`src/hcbd_pkg.sv`:
```
// ----------------------------------------------------------------------------
// hcbd_pkg: shared types and constants for the chunked body decoder
// Character codes, end status codes, hex digit decode and the result record.
// ----------------------------------------------------------------------------
package hcbd_pkg;

  localparam int SIZE_BITS_DEFAULT   = 32;
  localparam int LENGTH_BITS_DEFAULT = 32;

  localparam logic [7:0] CH_CR   = 8'h0D;
  localparam logic [7:0] CH_LF   = 8'h0A;
  localparam logic [7:0] CH_0    = 8'h30;
  localparam logic [7:0] CH_9    = 8'h39;
  localparam logic [7:0] CH_LO_A = 8'h61;
  localparam logic [7:0] CH_LO_F = 8'h66;
  localparam logic [7:0] CH_UP_A = 8'h41;
  localparam logic [7:0] CH_UP_F = 8'h46;
  localparam logic [3:0] HEX_TEN = 4'd10;

  typedef enum logic [1:0] {
    ST_RAN_OUT = 2'd0,
    ST_ZERO    = 2'd1,
    ST_BAD     = 2'd2
  } status_t;

  typedef struct packed {
    logic        is_hex;
    logic [3:0]  value;
  } hex_t;

  typedef struct packed {
    logic        emit;
    logic [7:0]  out_byte;
    logic        byte_valid;
    logic        last_out;
    logic [31:0] decoded_length;
    status_t     end_status;
  } result_t;

  function automatic hex_t hex_digit(input logic [7:0] c);
    hex_t h;
    h.is_hex = 1'b1;
    h.value  = 4'd0;
    if (c >= CH_0 && c <= CH_9) begin
      h.value = 4'(c - CH_0);
    end else if (c >= CH_LO_A && c <= CH_LO_F) begin
      h.value = 4'(c - CH_LO_A) + HEX_TEN;
    end else if (c >= CH_UP_A && c <= CH_UP_F) begin
      h.value = 4'(c - CH_UP_A) + HEX_TEN;
    end else begin
      h.is_hex = 1'b0;
    end
    return h;
  endfunction

endpackage

```
`src/hcbd_parse.sv`:
```
// ----------------------------------------------------------------------------
// hcbd_parse: chunk framing state machine and counters
// Consumes one registered byte per step and forms the result record.
// ----------------------------------------------------------------------------
module hcbd_parse #(
  parameter int SIZE_BITS   = hcbd_pkg::SIZE_BITS_DEFAULT,
  parameter int LENGTH_BITS = hcbd_pkg::LENGTH_BITS_DEFAULT
) (
  input  logic              clk,
  input  logic              rst,
  input  logic              step,
  input  logic [7:0]        in_byte,
  input  logic              last_in,
  output hcbd_pkg::result_t res
);

  typedef enum logic [2:0] {
    PH_HEX,
    PH_EXT,
    PH_LINE_LF,
    PH_DATA,
    PH_AFTER,
    PH_TRAIL_LF,
    PH_STOP
  } phase_t;

  phase_t                   phase, phase_next;
  logic [SIZE_BITS-1:0]     chunk_count, chunk_count_next;
  logic [LENGTH_BITS-1:0]   emitted_count, emitted_count_next;
  hcbd_pkg::status_t        stop_reason, stop_reason_next;
  hcbd_pkg::hex_t           hx;
  logic [SIZE_BITS-1:0]     count_dec;
  logic                     data_byte;

  assign hx        = hcbd_pkg::hex_digit(in_byte);
  assign count_dec = chunk_count - 1'b1;

  always_comb begin
    phase_next         = phase;
    chunk_count_next   = chunk_count;
    emitted_count_next = emitted_count;
    stop_reason_next   = stop_reason;
    data_byte          = 1'b0;
    case (phase)
      PH_HEX, PH_AFTER: begin
        if (phase == PH_AFTER && in_byte == hcbd_pkg::CH_CR) begin
          phase_next = PH_TRAIL_LF;
        end else if (hx.is_hex) begin
          chunk_count_next = {chunk_count[SIZE_BITS-5:0], hx.value};
          phase_next       = PH_HEX;
        end else if (in_byte == hcbd_pkg::CH_CR) begin
          phase_next = PH_LINE_LF;
        end else begin
          phase_next = PH_EXT;
        end
      end
      PH_EXT: begin
        if (in_byte == hcbd_pkg::CH_CR) phase_next = PH_LINE_LF;
      end
      PH_LINE_LF: begin
        if (in_byte != hcbd_pkg::CH_LF) begin
          phase_next       = PH_STOP;
          stop_reason_next = hcbd_pkg::ST_BAD;
        end else if (chunk_count == '0) begin
          phase_next       = PH_STOP;
          stop_reason_next = hcbd_pkg::ST_ZERO;
        end else begin
          phase_next = PH_DATA;
        end
      end
      PH_DATA: begin
        data_byte        = 1'b1;
        chunk_count_next = count_dec;
        if (emitted_count != '1) emitted_count_next = emitted_count + 1'b1;
        if (count_dec == '0) phase_next = PH_AFTER;
      end
      PH_TRAIL_LF: begin
        if (in_byte == hcbd_pkg::CH_LF) begin
          chunk_count_next = '0;
          phase_next       = PH_HEX;
        end else begin
          phase_next       = PH_STOP;
          stop_reason_next = hcbd_pkg::ST_BAD;
        end
      end
      default: begin
      end
    endcase
  end

  always_comb begin
    res.emit           = data_byte || last_in;
    res.out_byte       = data_byte ? in_byte : 8'd0;
    res.byte_valid     = data_byte;
    res.last_out       = last_in;
    res.decoded_length = 32'(emitted_count_next);
    if (!last_in) res.end_status = hcbd_pkg::ST_RAN_OUT;
    else if (phase_next == PH_STOP) res.end_status = stop_reason_next;
    else res.end_status = hcbd_pkg::ST_RAN_OUT;
  end

  // last item returns the parser to its reset state for the next body
  always_ff @(posedge clk) begin
    if (rst || (step && last_in)) begin
      phase         <= PH_HEX;
      chunk_count   <= '0;
      emitted_count <= '0;
      stop_reason   <= hcbd_pkg::ST_RAN_OUT;
    end else if (step) begin
      phase         <= phase_next;
      chunk_count   <= chunk_count_next;
      emitted_count <= emitted_count_next;
      stop_reason   <= stop_reason_next;
    end
  end

endmodule

```
`src/http_chunked_body_decoder.sv`:
```
// An accepted input item passes through the input register and then the result register to the output.
// Throughput: one byte per cycle while the output is not stalled; the parser step is a single registered pass.
// Bytes that carry no result (framing, size lines) retire without output.
// Reset (rst, synchronous): empties both registers and returns the parser to
// the size-line state with all counters zero; the last byte also resets the parser.
// ----------------------------------------------------------------------------
// http_chunked_body_decoder: HTTP/1.1 chunked body decoder
// Input register, framing parser and result register; emits payload bytes
// plus a final item carrying the decoded length and end status.
// ----------------------------------------------------------------------------
module http_chunked_body_decoder #(
  parameter int SIZE_BITS   = hcbd_pkg::SIZE_BITS_DEFAULT,
  parameter int LENGTH_BITS = hcbd_pkg::LENGTH_BITS_DEFAULT
) (
  input  logic        clk,
  input  logic        rst,
  // input channel
  input  logic        in_valid,
  output logic        in_stall,
  input  logic [7:0]  in_byte,
  input  logic        last_in,
  // output channel
  output logic        out_valid,
  input  logic        out_stall,
  output logic [7:0]  out_byte,
  output logic        byte_valid,
  output logic        last_out,
  output logic [31:0] decoded_length,
  output logic [1:0]  end_status
);

  // input register
  logic              s1_valid;
  logic [7:0]        s1_byte;
  logic              s1_last;
  logic              in_take;

  // parser step and result register handshake
  hcbd_pkg::result_t res;
  logic              out_free;
  logic              s1_go;
  logic              load_out;

  hcbd_parse #(
    .SIZE_BITS   (SIZE_BITS),
    .LENGTH_BITS (LENGTH_BITS)
  ) u_parse (
    .clk     (clk),
    .rst     (rst),
    .step    (s1_go),
    .in_byte (s1_byte),
    .last_in (s1_last),
    .res     (res)
  );

  // A held byte moves on when it makes no result, or when the result
  // register is empty or being drained this cycle.
  assign out_free = !out_valid || !out_stall;
  assign s1_go    = s1_valid && (!res.emit || out_free);
  assign load_out = s1_go && res.emit;
  assign in_stall = s1_valid && !s1_go;
  assign in_take  = in_valid && !in_stall;

  always_ff @(posedge clk) begin
    if (rst) begin
      s1_valid <= 1'b0;
    end else if (in_take) begin
      s1_valid <= 1'b1;
    end else if (s1_go) begin
      s1_valid <= 1'b0;
    end
  end

  always_ff @(posedge clk) begin
    if (in_take) begin
      s1_byte <= in_byte;
      s1_last <= last_in;
    end
  end

  // result register
  always_ff @(posedge clk) begin
    if (rst) begin
      out_valid <= 1'b0;
    end else if (load_out) begin
      out_valid <= 1'b1;
    end else if (!out_stall) begin
      out_valid <= 1'b0;
    end
  end

  always_ff @(posedge clk) begin
    if (load_out) begin
      out_byte       <= res.out_byte;
      byte_valid     <= res.byte_valid;
      last_out       <= res.last_out;
      decoded_length <= res.decoded_length;
      end_status     <= res.end_status;
    end
  end

`ifndef ASSERT_OFF
  // a result without a payload byte can only be the closing item
  a_bare_is_last: assert property (@(posedge clk) disable iff (rst)
    out_valid && !byte_valid |-> last_out)
    else $error("result without payload byte is not last");

  // end status is only reported on the closing item
  a_status_last: assert property (@(posedge clk) disable iff (rst)
    out_valid && !last_out |-> end_status == hcbd_pkg::ST_RAN_OUT)
    else $error("end status on a non-last result");

  // stall only while a byte is held in the input register
  a_stall_held: assert property (@(posedge clk) disable iff (rst)
    in_stall |-> s1_valid)
    else $error("input stalled with empty input register");

  // a drained result register empties unless refilled
  a_drain: assert property (@(posedge clk) disable iff (rst)
    out_valid && !out_stall && !load_out |=> !out_valid)
    else $error("result register did not empty after drain");
`endif

endmodule

```
`config.mk`:
```
export PLATFORM = sky130hd
export DESIGN_NAME = http_chunked_body_decoder
export DESIGN_NICKNAME = d
export VERILOG_FILES = /design/src/hcbd_pkg.sv /design/src/hcbd_parse.sv /design/src/http_chunked_body_decoder.sv
export SDC_FILE = /design/constraint.sdc
export NUM_CORES = 1
export LEC_CHECK = 0
export ABC_CLOCK_PERIOD_IN_PS = 2700
export BUFFER_PORTS_ARGS = -buffer_cell sky130_fd_sc_hd__buf_2
export CAP_MARGIN = 20
export CORE_AREA = 4 4 134 136
export CTS_CLUSTER_SIZE = 20
export DETAILED_ROUTE_END_ITERATION = 12
export DIE_AREA = 0 0 138 140
export GPL_TIMING_DRIVEN = 0
export HOLD_SLACK_MARGIN = 0.05
export PLACE_DENSITY = 0.59
export SYNTH_ARGS = -nofsm -noshare
export SYNTH_HDL_FRONTEND = slang
export SYNTH_SLANG_ARGS = --single-unit
```
`constraint.sdc`:
```
create_clock -name clk -period 2.7 [get_ports clk]
set_clock_uncertainty 0.15 [all_clocks]
set_input_delay 0.54 -clock clk [delete_from_list [all_inputs] [get_ports clk]]
set_output_delay 0.54 -clock clk [all_outputs]
set_load 0.05 [all_outputs]
```
=== After elaboration in Yosys (flattened, before gate mapping) ===
Cells that the tools add are included.
W data, S select, Z words.

* Add/sub/neg operators: 7
* Multiplexer cells: 30
* $lt $le $gt $ge: 6
* Reduce and logical (&&, ||, !) cells: 26
* Eq/ne operators: 14

{| class="wikitable"
|+ Operators by type and width
! cell !! count
|-
| $mux W32 || 5
|-
| $pmux W32 S3 || 1
|-
| $logic_not A32 Y1 || 2
|-
| $add A32 B1 Y32 const B || 1
|-
| $ne A32 B32 Y1 const B || 1
|-
| $sub A32 B1 Y32 const B || 1
|-
| $mux W3 || 7
|-
| $eq A8 B4 Y1 const B || 2
|-
| $ge A8 B7 Y1 const B || 2
|-
| $le A8 B7 Y1 const B || 2
|-
| $pmux W3 S5 || 1
|-
| $mux W4 || 3
|-
| $sub A4 B1 Y4 const B || 3
|-
| $eq A3 B3 Y1 const B || 3
|-
| $logic_and A1 B1 Y1 || 9
|-
| $add A4 B4 Y4 const B || 2
|-
| $ge A8 B6 Y1 const B || 1
|-
| $le A8 B6 Y1 const B || 1
|-
| $mux W1 || 8
|-
| $mux W2 || 4
|-
| $ne A8 B4 Y1 const B || 1
|-
| $eq A3 B2 Y1 const B || 2
|-
| $ne A2 B1 Y1 const B || 3
|-
| $logic_not A1 Y1 || 5
|-
| other kinds (10) || 13
|}

* Register bits: 124
* Output and inout bits: 46
* Bits of input ports: 13
* Logic and storage cells: 96

=== Logic depth before layout (Yosys ltp) ===
* Depth after elaboration: 11
* Mapped depth: 10
* Depth with buffers taken out: 9

=== Hierarchy ===
From an unflattened synthesis, not the netlist that was laid out.

* Cell total of the unflattened synthesis: 766
* Area, all modules: 6700.2 µm²

{| class="wikitable"
|+ By module, submodules not included
! module !! area an instance (µm²) !! sequential area each (µm²) !! cells an instance !! times used
|-
| hcbd_parse || 5016.1 || 1381.3 || 700 || 1
|-
| http_chunked_body_decoder || 1684.1 || 1631.6 || 66 || 1
|}

=== Worst setup path before layout ===
OpenSTA, ideal clock, no wires.

* Path type: reg2reg
* Start: reg u_parse.phase[0]
* End: reg byte_valid, enable pin
* Cell stages (with the launch flop): 9
* Slack: -0.255 ns
* Data arrival time: 2.407 ns
* Buffers on the path: 2
* Data required time: 2.152 ns
* Period minus slack after synthesis: 2.955 ns
* Library setup time: 0.398 ns
* Path through: dfxtp_1 > clkbuf_1 > nand2_1 > inv_1 > o21bai_1 > and2_0 > clkbuf_1 > o21ai_0 > inv_1

* Word-level cells in the longest chain between the ends: 7

{| class="wikitable"
|+ Ends and longest elaborated chain
! item !! RTL line !! text
|-
| start, declared || hcbd_parse.sv:27 || <nowiki>phase_t phase, phase_next;</nowiki>
|-
| start signal, assigned || hcbd_parse.sv:110 || <nowiki>phase <= phase_next;</nowiki>
|-
| $eq A3 B2 Y1 (*) || hcbd_parse.sv:44 || <nowiki>case (phase)</nowiki>
|-
| $mux W1 (*) || hcbd_parse.sv:44 ||
|-
| $logic_or A1 B1 Y1 (*) || hcbd_parse.sv:92 || <nowiki>res.emit = data_byte || last_in;</nowiki>
|-
| $logic_not A1 Y1 || http_chunked_body_decoder.sv:59 || <nowiki>assign s1_go = s1_valid && (!res.emit || out_free);</nowiki>
|-
| $logic_or A1 B1 Y1 || http_chunked_body_decoder.sv:59 ||
|-
| $logic_and A1 B1 Y1 || http_chunked_body_decoder.sv:59 ||
|-
| $logic_and A1 B1 Y1 (*) || http_chunked_body_decoder.sv:60 || <nowiki>assign load_out = s1_go && res.emit;</nowiki>
|-
| named net load_out || http_chunked_body_decoder.sv:42 || <nowiki>logic load_out;</nowiki>
|-
| end signal, assigned || http_chunked_body_decoder.sv:95 || <nowiki>byte_valid <= res.byte_valid;</nowiki>
|-
| end, declared || http_chunked_body_decoder.sv:26 || <nowiki>output logic byte_valid,</nowiki>
|}

Mark *: on every way through the listed nets, which the timed path passes. The rest lies on a longest branch.
A chain may end at the register's enable or synchronous reset.

=== Worst setup path after layout ===
* Start: reg u_parse.chunk_count[4]
* End: reg u_parse.phase[0]

* Word-level cells in the longest chain between the ends: 4
* Elaborated cells between the ends (all ways): 7
* Those cells by class: 1 x add/sub; 4 x mux; 2 x reduce/logical

{| class="wikitable"
|+ Ends and longest elaborated chain
! item !! RTL line !! text
|-
| start, declared || hcbd_parse.sv:28 || <nowiki>logic [SIZE_BITS-1:0] chunk_count, chunk_count_next;</nowiki>
|-
| start signal, assigned || hcbd_parse.sv:111 || <nowiki>chunk_count <= chunk_count_next;</nowiki>
|-
| $sub A32 B1 Y32 or $logic_not A32 Y1 (tied branches) || hcbd_parse.sv:36, hcbd_parse.sv:64 ||
|-
| $logic_not A32 Y1 or $mux W3 (tied branches) || hcbd_parse.sv:75, hcbd_parse.sv:64 ||
|-
| $mux W3, on equally long branches || hcbd_parse.sv:75, hcbd_parse.sv:61 ||
|-
| $pmux W3 S5 (*) || hcbd_parse.sv:44 ||
|}

Mark *: on every way between the ends. The rest lies on a longest branch, timed or not.

==> results.ini <==
[placement]
place_congestion=0.891
dp_cells=1026
port_buffers=58
pre_cts_ws_ns=-0.714
dp_hpwl_mm=11.8

[synthesis]
yosys_warnings=0
dominantRegCellSynth=dfxtp_1
syn_nets=764
async_flop_share_pct=0
synth_edf_count=53
avgSynthCellArea_um2=8.92
synth.ff_latch_count=124
synth.distinct_cells=62
ys_seq_area_share_pct=45.4
synthCells=743
netlist_area_um2=6630

[worst_hold_path]
hp-start=in_byte[6]
hp-class=in2reg
hold_path_depth=1
min_to=s1_byte[6]

[critical_path]
reg2reg_depth=9
worstSetupPathType=reg2reg
reg2reg_to=u_parse.phase[0]
worstPathCellList=clkbuf_1 -> nor4_4 -> nand4_1 -> buf_6 -> nor4b_1 -> a221o_1 -> o22ai_4 -> o311ai_2 -> a31oi_1
endpoint_kind=flip-flop
rrSetupSlack_ns=0.07
start_kind=flip-flop
cpMaxStageDelayCell=nor4_4
crit_required_ns=2.83
critPathMaxFanout=8
crit_arrival_ns=2.77
r2r_start=u_parse.chunk_count[4]
slowest_delay_ns=0.37

[cts]
insertion_delay_ns=0.42
htree_levels=4
postCtsHoldBufs=0
root_buffer=clkbuf_16
path_clk_slew_ns=0.06
cts.sink_count=124
clockBufferDepth=2
cts_buffers=17
tritoncts=done

[timing]
period_needed_ns=2.63
whs_ns=0.146
hold_viol=0
tns_ns=0
fin_crit_sh_pct=97.6
finalWorstSetupSlack_ns=0.0651
grt_setup_unrepaired=true
finalSetupViolCount=0
drv_slew=0
fmax_ghz=0.380
slew_headroom_pct=46.7
worst_pin_slew_ns=0.796

[pwr]
vdd_drop_max_mv=0.428
p_total_mw=4.34
power_leakage_nw=3.11
p_per_area_nw_per_um2=536

[floorplanning]
start_util_pct=39.1
die-area_um2=19300
die_x_um=138
core_area_um2=16900
dieHeight_um=140
rows=48
io_pins=59

[route]
avgViaCountPerCell=5.42
drtIter0Drc=467
ant_nets=0
drc_errors=0
firstDrtPassIters=7
routedWlPerCell_um=16.4
wl_mm=17.7
vias=5856

[run]
cap_viol_max_count=0

[outcome]
status=completed

[cells_and_area]
final_nets=863
area_growth_pct=22.2
antenna_cells=0
multi_input_area_um2=3530
seq_area_um2=3020
drive_gt1_share_pct=20.0
fin_cells=1080
nFillCells=1663

[global_route]
first_global_vias=5516
grt_use_total_pct=18.1
grt_pass1_wl_mm=28.5
overflow=0
antenna_found_initial=0
grt_max_degree=17

==> report_power, final <==
| part | internal, mW | leakage, nW | switching (mW) | total [mW] |
|---|---|---|---|---|
| combinational | 0.119 | 1.73 | 0.219 | 0.338 |
| sequential | 1.97 | 1.14 | 0.0205 | 2.00 |
| clock | 1.16 | 0.235 | 0.844 | 2.01 |
==> worst max-delay path by stage <==
stage                               to  cells after the start  slack (ns)              startpoint
floorplan                   byte_valid                      8        0.04        u_parse.phase[1]
global placement    decoded_length[24]                      8       -0.70        u_parse.phase[1]
detailed placement  decoded_length[24]                      8       -0.71        u_parse.phase[1]
CTS                   u_parse.phase[0]                     10       0.001  u_parse.chunk_count[1]
global route          u_parse.phase[0]                     10       -0.08  u_parse.chunk_count[0]
finish                u_parse.phase[0]                      9        0.07  u_parse.chunk_count[4]
==> placed cells by master (no fill, tap or decap), types with 7 or more instances in the layout <==
master and n:
nand2_1 64, or3_1 12, buf_4 25, dfxtp_1 67, a22oi_1 16, clkbuf_1 29, nand3_1 18, or2_2 8
nor2_1 99, buf_2 62, a21oi_1 28, ha_1 7, clkinvlp_4 9, xnor2_1 40, clkbuf_16 17, nand4_1 13
edfxtp_1 53, xor2_1 28, nor3_1 52, o21ai_0 40, inv_1 13, and2_1 10
==> cell usage after synthesis (9+ instances only) <==
library cell / n / area share, %
xnor2_1: 40 / 5.3
and2_1: 9 / 0.85
a22oi_1: 16 / 1.8
clkbuf_1: 35 / 2.0
nand4_1: 13 / 1.2
nor2_1: 100 / 5.7
o21ai_0: 43 / 3.2
nand2_1: 66 / 3.7
inv_1: 15 / 0.85
dfxtp_1: 71 / 21
a21oi_1: 30 / 2.3
edfxtp_1: 53 / 24
nor4_1: 11 / 1.0
nor3_1: 54 / 4.1
xor2_1: 28 / 3.7
nand3_1: 18 / 1.4
or3_1: 12 / 1.1
==> timing repair <==
action	CTS	global route
pin swaps	4	7
gates resized for setup	34	39
cloned	3	0
endpoints found under the setup margin	120	135
setup buffers	14	5
==> final cells by class <==
class                      count  area share (%)
buffer                        46            2.95
multi-input combinational    558            43.5
sequential                   124            37.3
timing repair inverter         3           0.278
timing repair buffer          77            5.37
clock inverter                11           0.896
clock buffer                  21            5.44
tap                          225            3.47
inverter                      15           0.772
==> flip-flops by register name (all words and copies together), names as in the netlist <==
signal / count
byte_valid: 1
decoded_length: 32
end_status: 2
last_out: 1
out_byte: 8
out_valid: 1
s1_byte: 8
s1_last: 1
s1_valid: 1
u_parse.chunk_count: 32
u_parse.emitted_count: 32
u_parse.phase: 3
u_parse.stop_reason: 2
==> kinds of logic after synthesis <==
kind of cell,Yosys count,share of synthesized area (%)
mux,2,0.321
simple gates,341,26.3
fa+ha+maj,8,1.51
compound gates,139,13.7
flops,124,45.4
xor+xnor,68,8.98
buf+inv,61,3.83
==> routing by layer <==
metal  vias up  wire length, um  part of all wire (%)  track usage [%]
li1       2882                -                     -                -
met5         -                0                     0                0
met4         0              348                   2.0             6.45
met2       179             8330                    47             29.3
met1      2766             8030                    45             23.7
met3        29              992                   5.6             4.40
==> through the flow <==
step	instance area [um^2]	util (%)
4_1_cts	7940	46.9
3_5_place_dp	7210	42.6
5_1_grt	8100	47.8
3_3_place_gp	7210	42.6
6_report	8100	47.8
2_1_floorplan	6640	-
==> worst max-delay path, delay by kind of cell, from the launching register on <==
| family | cells | cell delay (ns) |
|---|---|---|
| flip-flops | 1 | 0.29 |
| buffers and inverters | 2 | 0.40 |
| AO/OA/AOI/OAI | 4 | 0.76 |
| AND/OR/NAND/NOR | 3 | 0.89 |
Note: power is estimated with default switching activity, not from simulation.
